[config.mk]
export PLATFORM = sky130hd
export DESIGN_NAME = path_component_sanitiser
export DESIGN_NICKNAME = d
export VERILOG_FILES = /design/src/rtl/psan_pkg.sv /design/src/rtl/psan_ctrl.sv /design/src/rtl/psan_dp.sv /design/src/rtl/path_component_sanitiser.sv
export SDC_FILE = /design/constraint.sdc
export NUM_CORES = 1
export LEC_CHECK = 0
export CORE_MARGIN = 10
export CORE_UTILIZATION = 63
export CTS_CLUSTER_DIAMETER = 30
export CTS_CLUSTER_SIZE = 10
export DETAILED_ROUTE_END_ITERATION = 8
export DONT_BUFFER_PORTS = 1
export GPL_TIMING_DRIVEN = 0
export PLACE_DENSITY_LB_ADDON = 0.05
export SYNTH_ARGS = -nofsm -noshare
export SYNTH_HDL_FRONTEND = slang
export SYNTH_SLANG_ARGS = --single-unit
[constraint.sdc]
create_clock -name clk -period 4.6 [get_ports clk]
set_clock_uncertainty 0.05 [all_clocks]
set_input_delay 0.46 -clock clk [delete_from_list [all_inputs] [get_ports clk]]
set_output_delay 0.46 -clock clk [all_outputs]
set_load 0.02 [all_outputs]
[src/rtl/psan_pkg.sv]
// Shared types and constants for the path component sanitiser.
// Used by psan_ctrl, psan_dp and path_component_sanitiser; no dependencies.
`default_nettype none

package psan_pkg;

    // Buffer sizing
    localparam int BUFFER_DEPTH = 64;
    localparam int CAP_CEILING  = 64;
    localparam int CAP_MAX      = (BUFFER_DEPTH < CAP_CEILING) ? BUFFER_DEPTH : CAP_CEILING;
    localparam int ADDR_W       = $clog2(BUFFER_DEPTH);
    localparam int CNT_W        = $clog2(BUFFER_DEPTH + 1);
    localparam int CFG_W        = 7;
    localparam logic [CFG_W-1:0] CAP_RESET = 7'd64;

    // Character codes
    localparam logic [7:0] CHAR_NUL   = 8'h00;
    localparam logic [7:0] CHAR_UNDER = 8'h5F;
    localparam logic [7:0] CHAR_DASH  = 8'h2D;
    localparam logic [7:0] CHAR_DOT   = 8'h2E;
    localparam logic [7:0] CHAR_UC_A  = 8'h41;
    localparam logic [7:0] CHAR_UC_Z  = 8'h5A;
    localparam logic [7:0] CHAR_LC_A  = 8'h61;
    localparam logic [7:0] CHAR_LC_Z  = 8'h7A;
    localparam logic [7:0] CHAR_0     = 8'h30;
    localparam logic [7:0] CHAR_9     = 8'h39;

    // Controller states
    typedef enum logic [2:0] {
        ST_FILL,
        ST_PREP,
        ST_FETCH,
        ST_SHOW,
        ST_EMPTY
    } state_t;

    // Commands from controller to datapath
    typedef struct packed {
        logic take;       // input transaction accepted this cycle
        logic prep;       // load read pointer, clear name state
        logic fetch;      // read buffer at pointer into data register
        logic advance;    // step read pointer
        logic empty_sel;  // drive a zero byte for the empty result
    } cmd_t;

    // Status from datapath to controller
    typedef struct packed {
        logic nonempty;   // at least one byte survives the trim
        logic at_end;     // pointer is on the final surviving byte
    } sts_t;

endpackage

`default_nettype wire

[src/rtl/psan_ctrl.sv]
// Controller state machine for the path component sanitiser.
// Depends on psan_pkg; drives the handshakes and the datapath commands.
`default_nettype none

module psan_ctrl (
    input  wire logic          clk,
    input  wire logic          rst_n,
    input  wire logic          in_valid,
    input  wire logic          in_last,
    output logic               in_ready,
    output logic               out_valid,
    input  wire logic          out_ready,
    output logic               out_last,
    output logic               ok,
    input  wire psan_pkg::sts_t sts,
    output psan_pkg::cmd_t     cmd
);
    import psan_pkg::*;

    state_t state_reg;
    state_t state_next;

    // Hold the current state
    always_ff @(posedge clk or negedge rst_n)
    begin
        if (!rst_n)
        begin
            state_reg <= ST_FILL;
        end
        else
        begin
            state_reg <= state_next;
        end
    end

    // Advance through fill, prepare, fetch and show, or fill, prepare and empty
    always_comb
    begin
        state_next = state_reg;
        case (state_reg)
            ST_FILL:
            begin
                if (in_valid && in_last)
                begin
                    state_next = ST_PREP;
                end
            end
            ST_PREP:
            begin
                state_next = sts.nonempty ? ST_FETCH : ST_EMPTY;
            end
            ST_FETCH:
            begin
                state_next = ST_SHOW;
            end
            ST_SHOW:
            begin
                if (out_ready)
                begin
                    state_next = sts.at_end ? ST_FILL : ST_FETCH;
                end
            end
            ST_EMPTY:
            begin
                if (out_ready)
                begin
                    state_next = ST_FILL;
                end
            end
            default:
            begin
                state_next = ST_FILL;
            end
        endcase
    end

    // Drive handshakes and commands
    always_comb
    begin
        in_ready      = 1'b0;
        out_valid     = 1'b0;
        out_last      = 1'b0;
        ok            = 1'b0;
        cmd           = '0;
        case (state_reg)
            ST_FILL:
            begin
                in_ready = 1'b1;
                cmd.take = in_valid;
            end
            ST_PREP:
            begin
                cmd.prep = 1'b1;
            end
            ST_FETCH:
            begin
                cmd.fetch = 1'b1;
            end
            ST_SHOW:
            begin
                out_valid   = 1'b1;
                out_last    = sts.at_end;
                ok          = 1'b1;
                cmd.advance = out_ready && !sts.at_end;
            end
            ST_EMPTY:
            begin
                out_valid     = 1'b1;
                out_last      = 1'b1;
                cmd.empty_sel = 1'b1;
            end
            default:
            begin
                in_ready = 1'b0;
            end
        endcase
    end

endmodule

`default_nettype wire

[src/rtl/psan_dp.sv]
// Datapath for the path component sanitiser: filter, name buffer and trim bounds.
// Depends on psan_pkg; driven by psan_ctrl through cmd_t and sts_t.
`default_nettype none

module psan_dp (
    input  wire logic                        clk,
    input  wire logic                        rst_n,
    input  wire logic                        cfg_we,
    input  wire logic [psan_pkg::CFG_W-1:0]  cfg_wdata,
    input  wire logic [7:0]                  in_char,
    output logic [7:0]                       out_char,
    input  wire psan_pkg::cmd_t              cmd,
    output psan_pkg::sts_t                   sts
);
    import psan_pkg::*;

    logic [7:0]        name_buffer_reg [BUFFER_DEPTH];
    logic [CFG_W-1:0]  cap_reg;
    logic [CNT_W-1:0]  count_reg;
    logic [CNT_W-1:0]  count_next;
    logic              prev_dash_reg;
    logic              prev_dash_next;
    logic              prev_alnum_reg;
    logic              prev_alnum_next;
    logic              ended_reg;
    logic              ended_next;
    logic              have_keep_reg;
    logic              have_keep_next;
    logic [CNT_W-1:0]  first_reg;
    logic [CNT_W-1:0]  first_next;
    logic [CNT_W-1:0]  end_reg;
    logic [CNT_W-1:0]  end_next;
    logic [ADDR_W-1:0] ptr_reg;
    logic [ADDR_W-1:0] ptr_next;
    logic [7:0]        rd_data_reg;

    logic [CFG_W-1:0]  cap_clip;
    logic [CNT_W-1:0]  limit;
    logic              is_alnum;
    logic              is_kept;
    logic              wr_en;
    logic [7:0]        wr_data;

    // Work out the store limit from the capacity register
    always_comb
    begin
        cap_clip = (cap_reg > CFG_W'(CAP_MAX)) ? CFG_W'(CAP_MAX) : cap_reg;
        limit    = (cap_clip < CFG_W'(2)) ? '0 : CNT_W'(cap_clip - CFG_W'(1));
    end

    // Classify the incoming byte
    always_comb
    begin
        is_alnum = ((in_char >= CHAR_UC_A) && (in_char <= CHAR_UC_Z)) ||
                   ((in_char >= CHAR_LC_A) && (in_char <= CHAR_LC_Z)) ||
                   ((in_char >= CHAR_0)    && (in_char <= CHAR_9));
        is_kept  = is_alnum || (in_char == CHAR_UNDER) || (in_char == CHAR_DASH) ||
                   ((in_char == CHAR_DOT) && (count_reg != '0) && prev_alnum_reg);
    end

    // Filter the byte, update name state and trim bounds
    always_comb
    begin
        count_next      = count_reg;
        prev_dash_next  = prev_dash_reg;
        prev_alnum_next = prev_alnum_reg;
        ended_next      = ended_reg;
        have_keep_next  = have_keep_reg;
        first_next      = first_reg;
        end_next        = end_reg;
        wr_en           = 1'b0;
        wr_data         = CHAR_DASH;
        if (cmd.take && !ended_reg)
        begin
            if (in_char == CHAR_NUL)
            begin
                ended_next = 1'b1;
            end
            else if (count_reg < limit)
            begin
                if (is_kept)
                begin
                    wr_en           = 1'b1;
                    wr_data         = in_char;
                    prev_alnum_next = is_alnum;
                    prev_dash_next  = 1'b0;
                end
                else if (!prev_dash_reg)
                begin
                    wr_en           = 1'b1;
                    prev_dash_next  = 1'b1;
                    prev_alnum_next = 1'b0;
                end
                if (wr_en)
                begin
                    count_next = count_reg + CNT_W'(1);
                    // Track the span that survives the trim
                    if ((wr_data != CHAR_DASH) && (wr_data != CHAR_DOT))
                    begin
                        if (!have_keep_reg)
                        begin
                            first_next = count_reg;
                        end
                        have_keep_next = 1'b1;
                        end_next       = count_reg + CNT_W'(1);
                    end
                end
            end
        end
        if (cmd.prep)
        begin
            count_next      = '0;
            prev_dash_next  = 1'b0;
            prev_alnum_next = 1'b0;
            ended_next      = 1'b0;
            have_keep_next  = 1'b0;
        end
    end

    // Load or step the read pointer
    always_comb
    begin
        ptr_next = ptr_reg;
        if (cmd.prep)
        begin
            ptr_next = first_reg[ADDR_W-1:0];
        end
        else if (cmd.advance)
        begin
            ptr_next = ptr_reg + ADDR_W'(1);
        end
    end

    // Hold control state
    always_ff @(posedge clk or negedge rst_n)
    begin
        if (!rst_n)
        begin
            cap_reg        <= CAP_RESET;
            count_reg      <= '0;
            prev_dash_reg  <= 1'b0;
            prev_alnum_reg <= 1'b0;
            ended_reg      <= 1'b0;
            have_keep_reg  <= 1'b0;
        end
        else
        begin
            if (cfg_we)
            begin
                cap_reg <= cfg_wdata;
            end
            count_reg      <= count_next;
            prev_dash_reg  <= prev_dash_next;
            prev_alnum_reg <= prev_alnum_next;
            ended_reg      <= ended_next;
            have_keep_reg  <= have_keep_next;
        end
    end

    // Hold bounds and read pointer
    always_ff @(posedge clk)
    begin
        first_reg <= first_next;
        end_reg   <= end_next;
        ptr_reg   <= ptr_next;
    end

    // Write the name buffer and register the read port
    always_ff @(posedge clk)
    begin
        if (wr_en)
        begin
            name_buffer_reg[count_reg[ADDR_W-1:0]] <= wr_data;
        end
        if (cmd.fetch)
        begin
            rd_data_reg <= name_buffer_reg[ptr_reg];
        end
    end

    // Report status and drive the output byte
    always_comb
    begin
        sts.nonempty = have_keep_reg;
        sts.at_end   = ((CNT_W'(ptr_reg) + CNT_W'(1)) == end_reg);
        out_char     = cmd.empty_sel ? CHAR_NUL : rd_data_reg;
    end

endmodule

`default_nettype wire

[src/rtl/path_component_sanitiser.sv]
// Top level of the path component sanitiser: joins controller and datapath.
// Depends on psan_pkg, psan_ctrl and psan_dp.
`default_nettype none

// Takes a name one byte per transaction at one byte per cycle and stores the
// cleaned bytes in a 64-entry buffer. On the transaction marked last the block
// passes through a preparing state, then for each result byte fetches it through
// the registered read port of the name buffer and then shows it; an empty name
// gives a single result with ok clear directly after preparing. No new
// input transaction is accepted until the final result has been taken. The
// capacity register may be written at any time and takes effect for the next
// byte stored.
module path_component_sanitiser (
    input  wire logic                        clk,
    input  wire logic                        rst_n,
    input  wire logic                        cfg_we,
    input  wire logic [psan_pkg::CFG_W-1:0]  cfg_wdata,
    input  wire logic                        in_valid,
    output logic                             in_ready,
    input  wire logic [7:0]                  in_char,
    input  wire logic                        in_last,
    output logic                             out_valid,
    input  wire logic                        out_ready,
    output logic [7:0]                       out_char,
    output logic                             out_last,
    output logic                             ok
);
    import psan_pkg::*;

    cmd_t cmd;
    sts_t sts;

    // Sequence the transactions
    psan_ctrl u_ctrl (
        .clk       (clk),
        .rst_n     (rst_n),
        .in_valid  (in_valid),
        .in_last   (in_last),
        .in_ready  (in_ready),
        .out_valid (out_valid),
        .out_ready (out_ready),
        .out_last  (out_last),
        .ok        (ok),
        .sts       (sts),
        .cmd       (cmd)
    );

    // Filter, store and read back the name
    psan_dp u_dp (
        .clk       (clk),
        .rst_n     (rst_n),
        .cfg_we    (cfg_we),
        .cfg_wdata (cfg_wdata),
        .in_char   (in_char),
        .out_char  (out_char),
        .cmd       (cmd),
        .sts       (sts)
    );

endmodule

`default_nettype wire

==> impl_metrics.py <==
metrics = {
    "run_status": {
        "status": "finished, final reports clean",
    },
    "route": {
        "avgRoutedWirePerCell_um": 28.7,
        "vias_per_cell": 6.33,
        "vias": 11561,
        "drtPass1Iterations": 5,
        "drc": 0,
        "drt_iter0_markers": 1115,
        "drt_wl_total_mm": 52.4,
        "ant_nets": 0,
    },
    "cells_and_area": {
        "stdcell_area_mm2": 0.0272,
        "final_layout_size_suffix_gt1_frac": 0.320,
        "fill_cells": 1903,
        "layout.area.seq_mm2": 0.0167,
        "diodes": 0,
        "areaGrowthSynthToFinish_pct": 21.1,
        "largest_reg_flops": 512,
        "finalNetCount": 1314,
        "multiInputGateArea_mm2": 0.00600,
    },
    "power": {
        "p_leak_uw": 0.00890,
        "power.density_mw_per_mm2": 620,
        "irDropWorstVdd_mv": 0.485,
    },
    "logic_synthesis": {
        "yosys-top-cells-count": "539 x edfxtp_1, 160 x mux4_2, 89 x nor2_1",
        "ys_types": 56,
        "synth_edf_count": 539,
        "synth-seq-area-share": 0.744,
        "synth_ff_type": "edfxtp_1",
        "synth_most_common_cell": "edfxtp_1",
        "synth_area_leader_cell": "edfxtp_1",
        "syn_area_per_cell_um2": 20.5,
        "synthTopCellsByArea": "edfxtp_1 72%, mux4_2 16%, dfrtp_1 2.2%",
        "ys_seq_elements": 560,
        "netlist_area_mm2": 0.0225,
        "synth_top_area_frac": 0.720,
        "ys_async_sr_fraction": 0.0375,
        "netlist_instances": 1096,
        "ys_warn_count": 0,
    },
    "critical_path": {
        "cp-start-kind": "flip-flop",
        "arrival_ps": 4680,
        "critPathSlowestCell": "nor2_1",
        "crit_path_start": "u_dp.cap_reg[6]$_DFFE_PN1P_",
        "critPathTopFamily": "simple AND/OR/NAND/NOR gates",
        "worst-path-buf-inv": 1,
        "regToRegStartpoint": "u_dp.cap_reg[6]$_DFFE_PN1P_",
        "crit_path_max_fanout": 10,
        "crit_chain": "nand2b_1 > ha_1 > nor2b_1 > a211o_1 > nand2_1 > nand2_1 > ha_1 > nand4_1 > o211ai_1 > a211oi_1 > and2_1 > buf_2 > nand4b_4 > nor2_1",
        "cp.required_ps": 4800,
        "critPathCaptureType": "flip-flop",
        "critPathMaxStageDelay_ps": 710,
        "worstSetupPathType": "flip-flop to flip-flop",
    },
    "die": {
        "fp.coreArea_mm2": 0.0354,
        "die_h_um": 209,
        "initial_core_util": 0.635,
        "pin_count": 33,
        "die_x_um": 209,
        "die_area_mm2": 0.0436,
        "num_rows": 69,
    },
    "timing": {
        "fin_crit_ps": 4480,
        "fin_tns_setup_ps": 0,
        "relSlewSlack": 0.128,
        "setup_viol": 0,
        "finalHoldViolCount": 0,
        "min_period_over_period": 0.974,
        "fmax_mhz": 223,
        "fin_ws_ps": 121,
        "slew_viol_final": 0,
        "tightest_slew_ps": 1300,
        "rsz0062_at_grt": "yes",
    },
    "placed_design": {
        "routabilityCongestion": 0.824,
        "postPlaceCellArea_mm2": 0.0235,
        "dp_slack_ps": -430,
        "hpwl_mm": 32.4,
        "place.port_buffers": 0,
    },
    "clock_tree": {
        "root_buffer": "clkbuf_16",
        "cts_tree": "built",
        "clk_path_buf_depth": 3,
        "cts_sinks": 560,
        "numCtsBuffers": 97,
        "clkTransAtPathRegs_ps": 50,
        "htreeDepth": 3,
        "clkLatencyLatePin_ps": 620,
    },
    "global_routing": {
        "first_global_vias": 11913,
        "grt_pass1_wl_mm": 77.4,
        "gr-total-overflow": 0,
        "grt_max_degree": 49,
        "antenna_found_initial": 0,
        "grtUsageTotal": 0.243,
    },
    "flow_run": {
        "drv_cap": 0,
    },
    "min_path": {
        "holdCritPathClass": "input pin to flip-flop",
        "hold_start": "in_valid",
    },
}
-- cells by family after synthesis --
kind of cell    count (synthesis)  share of synthesized area
mux                           169                      0.165
buf+inv                        68                     0.0135
compound gates                 65                     0.0209
other cells                     1                   0.000167
simple gates                  208                     0.0455
fa+ha+maj                      10                    0.00557
xor+xnor                       15                    0.00585
flops                         560                      0.744
-- final timing paths --
path / end / slack (ps) / cells past startpoint
worst max-delay path: u_dp.name_buffer_reg[42][0]$_DFFE_PP_ / 120 / 14
worst min-delay path: u_ctrl.state_reg[0]$_DFFE_PN0P_ / 60 / 4
worst max register to register: u_dp.name_buffer_reg[42][0]$_DFFE_PP_ / 120 / 14
worst min register to register: u_dp.ptr_reg[1]$_DFFE_PP_ / 450 / 2
max in group asynchronous: u_dp.prev_alnum_reg$_DFFE_PN0P_ / 3450 / 1
min in group asynchronous: u_dp.count_reg[3]$_DFFE_PN0P_ / 430 / 1
-- cell usage in the layout (no fill, tap or decap), types with 6 or more instances in the layout --
cell type	Yosys	layout
buf_4	1	8
ha_1	10	10
xnor2_1	9	9
o21ai_0	7	7
a21oi_1	11	11
buf_2	11	11
edfxtp_1	539	539
clkinv_1	0	13
mux4_2	160	160
nand2_1	37	37
nand3_1	11	10
clkinv_2	0	14
nor2_4	0	23
nor2_2	0	29
clkbuf_1	37	47
buf_12	0	8
conb_1	1	64
dlygate4sd3_1	0	10
bufinv_16	0	13
a22oi_1	16	16
mux2_2	7	7
dfrtp_1	20	20
buf_1	7	7
nor2b_1	6	6
clkinv_4	0	6
nor3_1	13	8
xor2_1	6	6
clkbuf_16	0	98
clkinvlp_4	0	18
inv_1	8	8
nor2_1	89	37
and2_1	15	13
-- where the power goes --
group          internal, µW  switching, µW  total [µW]  leakage (µW)
clock                  4650           2520        7170       0.00156
combinational          1550           2200        3740       0.00225
sequential             5860            112        5970       0.00510
-- repair_timing --
| item | CTS | global route |
|---|---|---|
| pin swaps | 3 | 2 |
| endpoints found under the setup margin | 384 | 392 |
| hold buffers | 10 | 0 |
| buffers inserted | 7 | 1 |
| hold endpoints to repair | 32 | 0 |
| resized for setup | 27 | 54 |
-- worst register-to-register path, cell delays in order, from the launching register on --
cell and delay (ps):
dfstp_2 590, nand2b_1 150, ha_1 250, nor2b_1 90
a211o_1 270, nand2_1 60, nand2_1 60, ha_1 290
nand4_1 140, o211ai_1 110, a211oi_1 430, and2_1 230
buf_2 290, nand4b_4 390, nor2_1 720
-- through the flow --
step | util | hold slack [ps] | total power [µW] | instances
finish | 0.769 | 57.5 | 16900 | 1826
CTS | 0.762 | 35.1 | 16900 | 1825
floorplan | - | 114 | 8490 | 1159
global placement | 0.658 | 115 | 9640 | 1620
global route | 0.769 | 100 | 17400 | 1826
detailed placement | 0.662 | 115 | 9690 | 1627
-- metal layers --
metal	global-route usage	routed length, µm	vias up
li1	-	-	4865
met1	0.320	20300	6019
met2	0.377	25600	565
met3	0.0711	4770	112
met4	0.0982	1670	0
met5	0	0	-
-- area by class of cell --
cell class                      instances  share of cell area
Buffer                                 60              0.0100
Clock buffer                          108              0.0915
Clock inverter                         73              0.0298
Inverter                                8             0.00110
Multi-Input combinational cell        531               0.221
Sequential cell                       560               0.614
Tap cell                              461              0.0212
Timing Repair Buffer                   25              0.0115
Power figures use the tool's default switching activity.
